File: config.mk
export PLATFORM = sky130hd
export DESIGN_NAME = convex_polygon_overlap_test_core
export DESIGN_NICKNAME = d
export VERILOG_FILES = /design/src/hdl/cpot_pkg.sv /design/src/hdl/cpot_ram.sv /design/src/hdl/convex_polygon_overlap_test_core.sv
export SDC_FILE = /design/constraint.sdc
export NUM_CORES = 2
export LEC_CHECK = 0
export BUFFER_PORTS_ARGS = -buffer_cell sky130_fd_sc_hd__buf_2
export CAP_MARGIN = 20
export CORE_MARGIN = 2
export CORE_UTILIZATION = 40
export CTS_CLUSTER_DIAMETER = 30
export DETAILED_ROUTE_END_ITERATION = 8
export MAX_ROUTING_LAYER = met4
export PLACE_DENSITY = 0.62
export SYNTH_ARGS = -nofsm -noshare
export SYNTH_HDL_FRONTEND = slang
export SYNTH_HIERARCHICAL = 1
export SYNTH_SLANG_ARGS = --single-unit
File: constraint.sdc
create_clock -name aclk -period 15.7 [get_ports aclk]
set_clock_uncertainty 0.2 [all_clocks]
set_input_delay 1.57 -clock aclk [delete_from_list [all_inputs] [get_ports aclk]]
set_output_delay 1.57 -clock aclk [all_outputs]
set_load 0.01 [all_outputs]
File: src/hdl/cpot_pkg.sv
`default_nettype none
package cpot_pkg;
    localparam int MAX_VERTICES = 16;
    localparam int COORD_WIDTH = 16;
    localparam int IDX_W = $clog2(MAX_VERTICES);
    localparam int CNT_W = $clog2(MAX_VERTICES + 1);
    localparam int VTX_W = 2 * COORD_WIDTH;
    localparam int DIF_W = COORD_WIDTH + 1;
    localparam int PRD_W = 2 * DIF_W;

    localparam logic [1:0] CMD_LOAD_A = 2'd0;
    localparam logic [1:0] CMD_LOAD_B = 2'd1;
    localparam logic [1:0] CMD_RUN    = 2'd2;

    typedef logic signed [COORD_WIDTH-1:0] coord_t;
    typedef logic signed [DIF_W-1:0] diff_t;
    typedef logic signed [PRD_W-1:0] prod_t;

    function automatic diff_t dsub(input coord_t a, input coord_t b);
        return diff_t'(a) - diff_t'(b);
    endfunction
endpackage
`default_nettype wire

File: src/hdl/cpot_ram.sv
`default_nettype none
module cpot_ram #(
    parameter int WIDTH = 32,
    parameter int DEPTH = 16
) (
    input  wire logic                     aclk,
    input  wire logic                     we,
    input  wire logic [$clog2(DEPTH)-1:0] waddr,
    input  wire logic [WIDTH-1:0]         wdata,
    input  wire logic [$clog2(DEPTH)-1:0] raddr,
    output logic      [WIDTH-1:0]         rdata
);
    logic [WIDTH-1:0] mem [DEPTH];

    always_ff @(posedge aclk) begin
        if (we) begin
            mem[waddr] <= wdata;
        end
        rdata <= mem[raddr];
    end
endmodule
`default_nettype wire

File: src/hdl/convex_polygon_overlap_test_core.sv
// channel | ports                            | beat
// s_      | s_valid s_ready s_cmd s_coord_*  | one command: load a vertex or run
// m_      | m_valid m_ready m_hit ...        | one result per run command
// Loads are taken while idle. A run walks the two vertex memories through one
// read port each: first over every vertex of the larger polygon, closing vertex
// excluded, for the bounding boxes, then over the point tests both ways and the
// edge pairs, then raises the result; a box reject or a hit ends the walk early.
// Input is held off during a run and while a result waits. Reset is
// synchronous, active low, and clears counts, flags and the sequencer.
`default_nettype none
module convex_polygon_overlap_test_core (
    input  wire logic                            aclk,
    input  wire logic                            aresetn,
    input  wire logic                            s_valid,
    output logic                                 s_ready,
    input  wire logic [1:0]                      s_cmd,
    input  wire logic [cpot_pkg::COORD_WIDTH-1:0] s_coord_x,
    input  wire logic [cpot_pkg::COORD_WIDTH-1:0] s_coord_y,
    output logic                                 m_valid,
    input  wire logic                            m_ready,
    output logic                                 m_hit,
    output logic                                 m_overflowed,
    output logic                                 m_empty_polygon
);
    localparam int IW = cpot_pkg::IDX_W;
    localparam int CW = cpot_pkg::CNT_W;

    localparam logic [2:0] ST_IDLE = 3'd0;
    localparam logic [2:0] ST_BOX  = 3'd1;
    localparam logic [2:0] ST_PT   = 3'd2;
    localparam logic [2:0] ST_EDGE = 3'd3;
    localparam logic [2:0] ST_DONE = 3'd4;

    logic [2:0] state_reg, state_next;
    logic [CW-1:0] cnt_a_reg, cnt_b_reg;
    logic ovf_reg;
    logic m_valid_reg, hit_reg, ovr_reg, emp_reg;

    // sequencer: phase (0/1 read), counters i,j, pass (A in B / B in A)
    logic [2:0] ph_reg;
    logic [CW-1:0] i_reg, j_reg;
    logic pass_reg;
    logic neg_any_reg, pos_any_reg;
    logic sp_reg;

    cpot_pkg::coord_t bxmin_a_reg, bxmax_a_reg, bymin_a_reg, bymax_a_reg;
    cpot_pkg::coord_t bxmin_b_reg, bxmax_b_reg, bymin_b_reg, bymax_b_reg;
    cpot_pkg::coord_t p0x_reg, p0y_reg, p1x_reg, p1y_reg, q0x_reg, q0y_reg;
    cpot_pkg::coord_t pxr_reg, pyr_reg;
    logic [1:0] n_sg_reg;

    logic we_a, we_b;
    logic [IW-1:0] ra_a, ra_b;
    logic [cpot_pkg::VTX_W-1:0] rd_a, rd_b;
    cpot_pkg::coord_t ax, ay, bx, by;

    assign ax = rd_a[cpot_pkg::VTX_W-1:cpot_pkg::COORD_WIDTH];
    assign ay = rd_a[cpot_pkg::COORD_WIDTH-1:0];
    assign bx = rd_b[cpot_pkg::VTX_W-1:cpot_pkg::COORD_WIDTH];
    assign by = rd_b[cpot_pkg::COORD_WIDTH-1:0];

    logic s_fire;
    assign s_ready = (state_reg == ST_IDLE) && !m_valid_reg;
    assign s_fire = s_valid && s_ready;
    assign we_a = s_fire && s_cmd == cpot_pkg::CMD_LOAD_A &&
                  cnt_a_reg < CW'(cpot_pkg::MAX_VERTICES);
    assign we_b = s_fire && s_cmd == cpot_pkg::CMD_LOAD_B &&
                  cnt_b_reg < CW'(cpot_pkg::MAX_VERTICES);

    cpot_ram #(.WIDTH(cpot_pkg::VTX_W), .DEPTH(cpot_pkg::MAX_VERTICES)) u_ram_a (
        .aclk(aclk), .we(we_a), .waddr(cnt_a_reg[IW-1:0]),
        .wdata({s_coord_x, s_coord_y}), .raddr(ra_a), .rdata(rd_a));
    cpot_ram #(.WIDTH(cpot_pkg::VTX_W), .DEPTH(cpot_pkg::MAX_VERTICES)) u_ram_b (
        .aclk(aclk), .we(we_b), .waddr(cnt_b_reg[IW-1:0]),
        .wdata({s_coord_x, s_coord_y}), .raddr(ra_b), .rdata(rd_b));

    // sign of a*b - c*d, registered product stage
    cpot_pkg::diff_t ma, mb, mc, md;
    cpot_pkg::prod_t pab_reg, pcd_reg;
    logic [1:0] cmp;
    always_ff @(posedge aclk) begin
        pab_reg <= ma * mb;
        pcd_reg <= mc * md;
    end
    always_comb begin
        if (pab_reg > pcd_reg) begin
            cmp = 2'b01;
        end else if (pab_reg < pcd_reg) begin
            cmp = 2'b11;
        end else begin
            cmp = 2'b00;
        end
    end

    logic [CW-1:0] na_m1, nb_m1, last_a, last_b;
    assign na_m1 = cnt_a_reg - CW'(1);
    assign nb_m1 = cnt_b_reg - CW'(1);
    assign last_a = cnt_a_reg > CW'(2) ? cnt_a_reg - CW'(2) : '0;
    assign last_b = cnt_b_reg > CW'(2) ? cnt_b_reg - CW'(2) : '0;

    // polygon that holds points (outer loop) vs polygon tested (inner loop)
    logic [CW-1:0] n_in, n_out;
    assign n_out = pass_reg ? cnt_b_reg : cnt_a_reg;
    assign n_in  = pass_reg ? cnt_a_reg : cnt_b_reg;

    // edge-pair sign products, with their recorded cross signs
    logic [1:0] s_d1_reg, s_n1_reg;
    function automatic logic nonpos(input logic [1:0] u, input logic [1:0] v);
        return (u == 2'b00) || (v == 2'b00) || (u[1] != v[1]);
    endfunction

    always_comb begin
        ma = '0; mb = '0; mc = '0; md = '0;
        ra_a = '0; ra_b = '0;
        case (state_reg)
            ST_BOX: begin
                ra_a = i_reg[IW-1:0];
                ra_b = i_reg[IW-1:0];
            end
            ST_PT: begin
                // phase 0: read outer point i and inner vertex j; 1: j+1
                if (pass_reg) begin
                    ra_b = i_reg[IW-1:0];
                    ra_a = ph_reg == 3'd0 ? j_reg[IW-1:0] : IW'(j_reg + CW'(1));
                end else begin
                    ra_a = i_reg[IW-1:0];
                    ra_b = ph_reg == 3'd0 ? j_reg[IW-1:0] : IW'(j_reg + CW'(1));
                end
                // phase 2: vertex j in q0, j+1 on read data, point in pxr
                if (ph_reg == 3'd2) begin
                    ma = cpot_pkg::dsub(pyr_reg, pass_reg ? ay : by);
                    mb = cpot_pkg::dsub(pxr_reg, q0x_reg);
                    mc = cpot_pkg::dsub(pyr_reg, q0y_reg);
                    md = cpot_pkg::dsub(pxr_reg, pass_reg ? ax : bx);
                end
            end
            ST_EDGE: begin
                ra_a = ph_reg == 3'd0 ? i_reg[IW-1:0] : IW'(i_reg + CW'(1));
                ra_b = ph_reg == 3'd0 ? j_reg[IW-1:0] : IW'(j_reg + CW'(1));
                // p0=a[i], q0=b[j], p1=a[i+1], read data b=b[j+1]
                case (ph_reg)
                    3'd2: begin  // n1
                        ma = cpot_pkg::dsub(p0y_reg, by);
                        mb = cpot_pkg::dsub(p0x_reg, q0x_reg);
                        mc = cpot_pkg::dsub(p0x_reg, bx);
                        md = cpot_pkg::dsub(p0y_reg, q0y_reg);
                    end
                    3'd3: begin  // n2
                        ma = cpot_pkg::dsub(p1y_reg, pyr_reg);
                        mb = cpot_pkg::dsub(p1x_reg, q0x_reg);
                        mc = cpot_pkg::dsub(p1x_reg, pxr_reg);
                        md = cpot_pkg::dsub(p1y_reg, q0y_reg);
                    end
                    3'd4: begin  // d1
                        ma = cpot_pkg::dsub(pyr_reg, p1y_reg);
                        mb = cpot_pkg::dsub(pxr_reg, p0x_reg);
                        mc = cpot_pkg::dsub(pxr_reg, p1x_reg);
                        md = cpot_pkg::dsub(pyr_reg, p0y_reg);
                    end
                    3'd5: begin  // d2
                        ma = cpot_pkg::dsub(q0y_reg, p1y_reg);
                        mb = cpot_pkg::dsub(q0x_reg, p0x_reg);
                        mc = cpot_pkg::dsub(q0x_reg, p1x_reg);
                        md = cpot_pkg::dsub(q0y_reg, p0y_reg);
                    end
                    default: begin
                    end
                endcase
            end
            default: begin
            end
        endcase
    end

    always_comb begin
        state_next = state_reg;
        if (state_reg == ST_IDLE && s_fire && s_cmd == cpot_pkg::CMD_RUN) begin
            state_next = (cnt_a_reg == '0 || cnt_b_reg == '0) ? ST_DONE : ST_BOX;
        end
    end

    always_ff @(posedge aclk) begin
        if (!aresetn) begin
            state_reg <= ST_IDLE;
            cnt_a_reg <= '0;
            cnt_b_reg <= '0;
            ovf_reg <= 1'b0;
            m_valid_reg <= 1'b0;
            ph_reg <= '0;
            i_reg <= '0;
            j_reg <= '0;
            pass_reg <= 1'b0;
            hit_reg <= 1'b0;
            ovr_reg <= 1'b0;
            emp_reg <= 1'b0;
        end else begin
            if (m_valid_reg && m_ready) begin
                m_valid_reg <= 1'b0;
            end
            case (state_reg)
                ST_IDLE: begin
                    state_reg <= state_next;
                    if (s_fire) begin
                        if (s_cmd == cpot_pkg::CMD_LOAD_A) begin
                            if (we_a) cnt_a_reg <= cnt_a_reg + CW'(1);
                            else ovf_reg <= 1'b1;
                        end else if (s_cmd == cpot_pkg::CMD_LOAD_B) begin
                            if (we_b) cnt_b_reg <= cnt_b_reg + CW'(1);
                            else ovf_reg <= 1'b1;
                        end else if (s_cmd == cpot_pkg::CMD_RUN) begin
                            hit_reg <= 1'b0;
                            ovr_reg <= ovf_reg;
                            emp_reg <= cnt_a_reg == '0 || cnt_b_reg == '0;
                            i_reg <= '0;
                            ph_reg <= '0;
                        end
                    end
                end
                ST_BOX: begin
                    if (ph_reg == '0) begin
                        ph_reg <= 3'd1;
                    end else begin
                        ph_reg <= '0;
                        if (i_reg == '0 || i_reg <= last_a) begin
                            if (i_reg == '0 || ax < bxmin_a_reg) bxmin_a_reg <= ax;
                            if (i_reg == '0 || ax > bxmax_a_reg) bxmax_a_reg <= ax;
                            if (i_reg == '0 || ay < bymin_a_reg) bymin_a_reg <= ay;
                            if (i_reg == '0 || ay > bymax_a_reg) bymax_a_reg <= ay;
                        end
                        if (i_reg == '0 || i_reg <= last_b) begin
                            if (i_reg == '0 || bx < bxmin_b_reg) bxmin_b_reg <= bx;
                            if (i_reg == '0 || bx > bxmax_b_reg) bxmax_b_reg <= bx;
                            if (i_reg == '0 || by < bymin_b_reg) bymin_b_reg <= by;
                            if (i_reg == '0 || by > bymax_b_reg) bymax_b_reg <= by;
                        end
                        if (i_reg >= last_a && i_reg >= last_b) begin
                            state_reg <= ST_PT;
                            sp_reg <= 1'b1;
                            i_reg <= '0;
                            j_reg <= '0;
                            pass_reg <= 1'b0;
                            neg_any_reg <= 1'b0;
                            pos_any_reg <= 1'b0;
                        end else begin
                            i_reg <= i_reg + CW'(1);
                        end
                    end
                end
                ST_PT: begin
                    if (sp_reg) begin
                        // bbox reject, skip empty passes, else hit if n_in <= 1
                        sp_reg <= 1'b0;
                        ph_reg <= '0;
                        if (bxmin_a_reg > bxmax_b_reg || bxmax_a_reg < bxmin_b_reg ||
                            bymin_a_reg > bymax_b_reg || bymax_a_reg < bymin_b_reg) begin
                            state_reg <= ST_DONE;
                        end else if (i_reg + CW'(1) >= n_out) begin
                            if (pass_reg) begin
                                state_reg <= ST_EDGE;
                                i_reg <= '0;
                                j_reg <= '0;
                            end else begin
                                pass_reg <= 1'b1;
                                sp_reg <= 1'b1;
                            end
                        end else if (n_in <= CW'(1)) begin
                            hit_reg <= 1'b1;
                            state_reg <= ST_DONE;
                        end
                    end else begin
                        case (ph_reg)
                            3'd0: ph_reg <= 3'd1;
                            3'd1: begin
                                ph_reg <= 3'd2;
                                pxr_reg <= pass_reg ? bx : ax;
                                pyr_reg <= pass_reg ? by : ay;
                                q0x_reg <= pass_reg ? ax : bx;
                                q0y_reg <= pass_reg ? ay : by;
                            end
                            3'd2: ph_reg <= 3'd3;
                            default: begin
                                ph_reg <= '0;
                                if (j_reg + CW'(2) >= n_in) begin
                                    j_reg <= '0;
                                    neg_any_reg <= 1'b0;
                                    pos_any_reg <= 1'b0;
                                    if ((cmp == 2'b11 || !neg_any_reg) &&
                                        (cmp != 2'b11 || !pos_any_reg)) begin
                                        hit_reg <= 1'b1;
                                        state_reg <= ST_DONE;
                                    end else if (i_reg + CW'(2) >= n_out) begin
                                        i_reg <= '0;
                                        sp_reg <= 1'b1;
                                        if (pass_reg) begin
                                            state_reg <= ST_EDGE;
                                        end else begin
                                            pass_reg <= 1'b1;
                                        end
                                    end else begin
                                        i_reg <= i_reg + CW'(1);
                                    end
                                end else begin
                                    j_reg <= j_reg + CW'(1);
                                    if (cmp == 2'b11) neg_any_reg <= 1'b1;
                                    else pos_any_reg <= 1'b1;
                                end
                            end
                        endcase
                    end
                end
                ST_EDGE: begin
                    sp_reg <= 1'b0;
                    if (na_m1 == '0 || nb_m1 == '0) begin
                        state_reg <= ST_DONE;
                    end else begin
                        case (ph_reg)
                            3'd0: ph_reg <= 3'd1;
                            3'd1: begin
                                ph_reg <= 3'd2;
                                p0x_reg <= ax; p0y_reg <= ay;
                                q0x_reg <= bx; q0y_reg <= by;
                            end
                            3'd2: begin
                                ph_reg <= 3'd3;
                                p1x_reg <= ax; p1y_reg <= ay;
                                pxr_reg <= bx; pyr_reg <= by;
                            end
                            3'd3: begin
                                ph_reg <= 3'd4;
                                n_sg_reg <= cmp;
                            end
                            3'd4: begin
                                ph_reg <= 3'd5;
                                s_n1_reg <= nonpos(n_sg_reg, cmp) ? 2'b00 : 2'b01;
                            end
                            3'd5: begin
                                ph_reg <= 3'd6;
                                s_d1_reg <= cmp;
                            end
                            default: begin
                                ph_reg <= '0;
                                if (s_n1_reg == 2'b00 && nonpos(s_d1_reg, cmp)) begin
                                    hit_reg <= 1'b1;
                                    state_reg <= ST_DONE;
                                end else if (j_reg + CW'(2) >= cnt_b_reg) begin
                                    j_reg <= '0;
                                    if (i_reg + CW'(2) >= cnt_a_reg) begin
                                        state_reg <= ST_DONE;
                                    end else begin
                                        i_reg <= i_reg + CW'(1);
                                    end
                                end else begin
                                    j_reg <= j_reg + CW'(1);
                                end
                            end
                        endcase
                    end
                end
                ST_DONE: begin
                    if (!m_valid_reg) begin
                        m_valid_reg <= 1'b1;
                        cnt_a_reg <= '0;
                        cnt_b_reg <= '0;
                        ovf_reg <= 1'b0;
                        state_reg <= ST_IDLE;
                    end
                end
                default: state_reg <= ST_IDLE;
            endcase
        end
    end

    assign m_valid = m_valid_reg;
    assign m_hit = hit_reg;
    assign m_overflowed = ovr_reg;
    assign m_empty_polygon = emp_reg;
endmodule
`default_nettype wire

==> results.yml <==
detailed_routing:
  wl_um: 267000
  firstDrtPassIters: 5
  ant_nets: 0
  drt_iter0_markers: 5673
  vias_per_cell: 5.55
  num_vias: 61600
  drc: 0
  wire_per_inst_um: 24.1
synthesis:
  yosys_warnings: 6
  yosysSeqAreaShare: 0.455
  yosys-top-cells-area: "edfxtp_1 (42%), fa_1 (13%), ha_1 (9.0%)"
  synth_async_sr_flop_share: 0
  synth_edf_count: 1288
  yosysTopAreaCell: "edfxtp_1"
  synthesis.area_mm2: 0.0921
  syn_area_per_cell_um2: 12.2
  synth_top_area_share: 0.420
  synth_flop_cell: "edfxtp_1"
  syn-instance-count: 7550
  synth.distinct_cells: 94
  synth-seq-cells: 1452
  synth_nets: 8862
worst_setup_path:
  reg2reg_slack_ns: 3.80
  critPathMaxStageDelay_ns: 0.78
  cp.required_ns: 16.26
  r2r_end: "pab_reg[33]"
  critPathMaxFanout: 37
  path_common_cell: "fa_1"
  cp.arrival_ns: 12.46
  cp-end-kind: "flop"
  reg2reg_from: "ph_reg[2]"
  crit_path_start_kind: "flop"
  r2r_cells: 36
  slowest_stage: "o21ai_0"
  crit_type: "reg2reg"
grt:
  grt_usage: 0.236
  grt_pass1_wl_um: 404000
  gr-usage-met3: 0.0388
  busiest_layer: "met2"
  met1_usage: 0.308
  grt-ovfl-total: 0
  gr-usage-met2: 0.368
  antenna_found_initial: 26
  grt_pass1_vias: 64200
  grt_start_max_net_pins: 129
cells_and_area:
  final_cell_mix: "edfxtp_1 (1288), inv_1 (997), ha_1 (666), nor2_1 (615), fa_1 (608)"
  stdcell_count: 11100
  reg.largest.list: "u_ram_a/mem: 512 flops, u_ram_b/mem: 512 flops"
  final_common_cell: "edfxtp_1"
  nets: 9145
  area_growth_pct: 15.7
  drive_gt1_frac: 0.136
  final_util: 0.464
floorplan:
  dieWidth_um: 484
  coreArea_mm2: 0.229
  num_io_pins: 43
  die_area_mm2: 0.234
  die_h_um: 484
  initial_core_util: 0.402
  rows: 176
place:
  gp_congestion: 0.990
  placedCellCount: 10600
  place_hpwl_um: 193000
  port_buffers: 42
sta:
  period_needed_ns: 11.90
  slew_headroom: 0.230
  rsz0062_at_grt: "no"
  setup_viol: 0
  fin_tns_setup_ns: 0
  period_share: 0.758
  tightest_slew_ns: 1.16
  finalMaxSlewViolations: 0
  timing.fmax_mhz: 84.1
  hold_viol: 0
clock_network:
  clockRootBuffer: "clkbuf_16"
  cts_made_buffers: 293
  cts_setup_buffers: 0
  postCtsHoldBufs: 0
  ctsHtreeMaxLevel: 5
  clkTransAtPathRegs_ns: 0.05
  cts_tree: "yes"
  ctsResizeCount: 0
  clock_path_buffers: 4
  clock_sinks: 1452
  clock_latency_ns: 0.95
power:
  vdd_drop_max_v: 0.000119
  power_mw: 10.8
  p_leak_nw: 42.7
  power_density_mw_per_mm2: 102
run:
  maxCapViolCount: 0
hold_path:
  hp-class: "reg2reg"
  min_from: "j_reg[4]"
  min_to: "j_reg[4]"
  hold_depth: 2
status:
  status: "complete, no violations"
[final cells by class]
cell class | count | area (µm²)
repair buffers | 224 | 1620
multi-input cells | 4862 | 45900
diodes | 15 | 37.5
well taps | 3026 | 3790
inverters | 1000 | 3750
clock inverters | 155 | 1670
clock buffers | 353 | 7810
flip-flops and latches | 1452 | 42000
fillers | 20500 | 123000
[metrics by stage]
stage | setup slack, ns | area [µm²] | hold WS, ns
finish | 3.80 | 107000 | 0.317
global placement | 3.97 | 97000 | 0.288
CTS | 3.93 | 106000 | 0.308
floorplan | 6.02 | 92100 | 0.240
global route | 3.16 | 107000 | 0.340
detailed placement | 3.99 | 97000 | 0.300
[per-layer routing]
metal	vias to the layer above	share of wire
met5	-	0
met4	0	0.042
met3	475	0.076
met2	2459	0.46
met1	31200	0.42
li1	27400	-
[report_power, final]
| group | leakage, nW | total (mW) | internal, mW | switching, mW |
|---|---|---|---|---|
| sequential | 12.9 | 4.31 | 4.26 | 0.0502 |
| clock | 4.59 | 5.96 | 3.98 | 1.97 |
| combinational | 25.2 | 0.567 | 0.187 | 0.380 |
[worst max-delay path: cells and delay by family (launching register included)]
family,cells,cell delay (ns)
XOR/XNOR,2,0.25
flip-flops,1,0.64
AO/OA/AOI/OAI,15,4.99
AND/OR/NAND/NOR,6,1.24
buffers and inverters,5,0.60
adder cells (fa/ha/maj),8,3.73
[how the worst max path moves through the flow]
| stage | from | endpoint | depth (start not counted) |
|---|---|---|---|
| floorplan | ph_reg[0] | pcd_reg[32] | 40 |
| global placement | ph_reg[2] | pcd_reg[32] | 35 |
| detailed placement | ph_reg[2] | pab_reg[33] | 36 |
| CTS | ph_reg[2] | pab_reg[33] | 35 |
| global route | ph_reg[2] | pab_reg[33] | 35 |
| finish | ph_reg[2] | pab_reg[33] | 36 |
[synth_stat cells (107+ instances only)]
master    instances
xnor2_1         168
a22oi_1         167
ha_1            666
fa_1            608
o21ai_0         271
clkbuf_1        164
nand2b_1        135
inv_1           997
edfxtp_1       1288
mux4_2          256
nand2_1         489
a21oi_1         332
dfxtp_1         164
nor2_1          645
a21o_1          107
[cells by family after synthesis]
family,count (synthesis),share of synthesized area
adder cells (fa/ha/maj),1274,0.223
AO/OA/AOI/OAI,1274,0.0896
XOR/XNOR,262,0.0249
AND/OR/NAND/NOR,1733,0.0865
buffers and inverters,1236,0.0515
multiplexers,319,0.0696
flip-flops,1452,0.455
No activity file was read; power rests on OpenSTA's default activity.
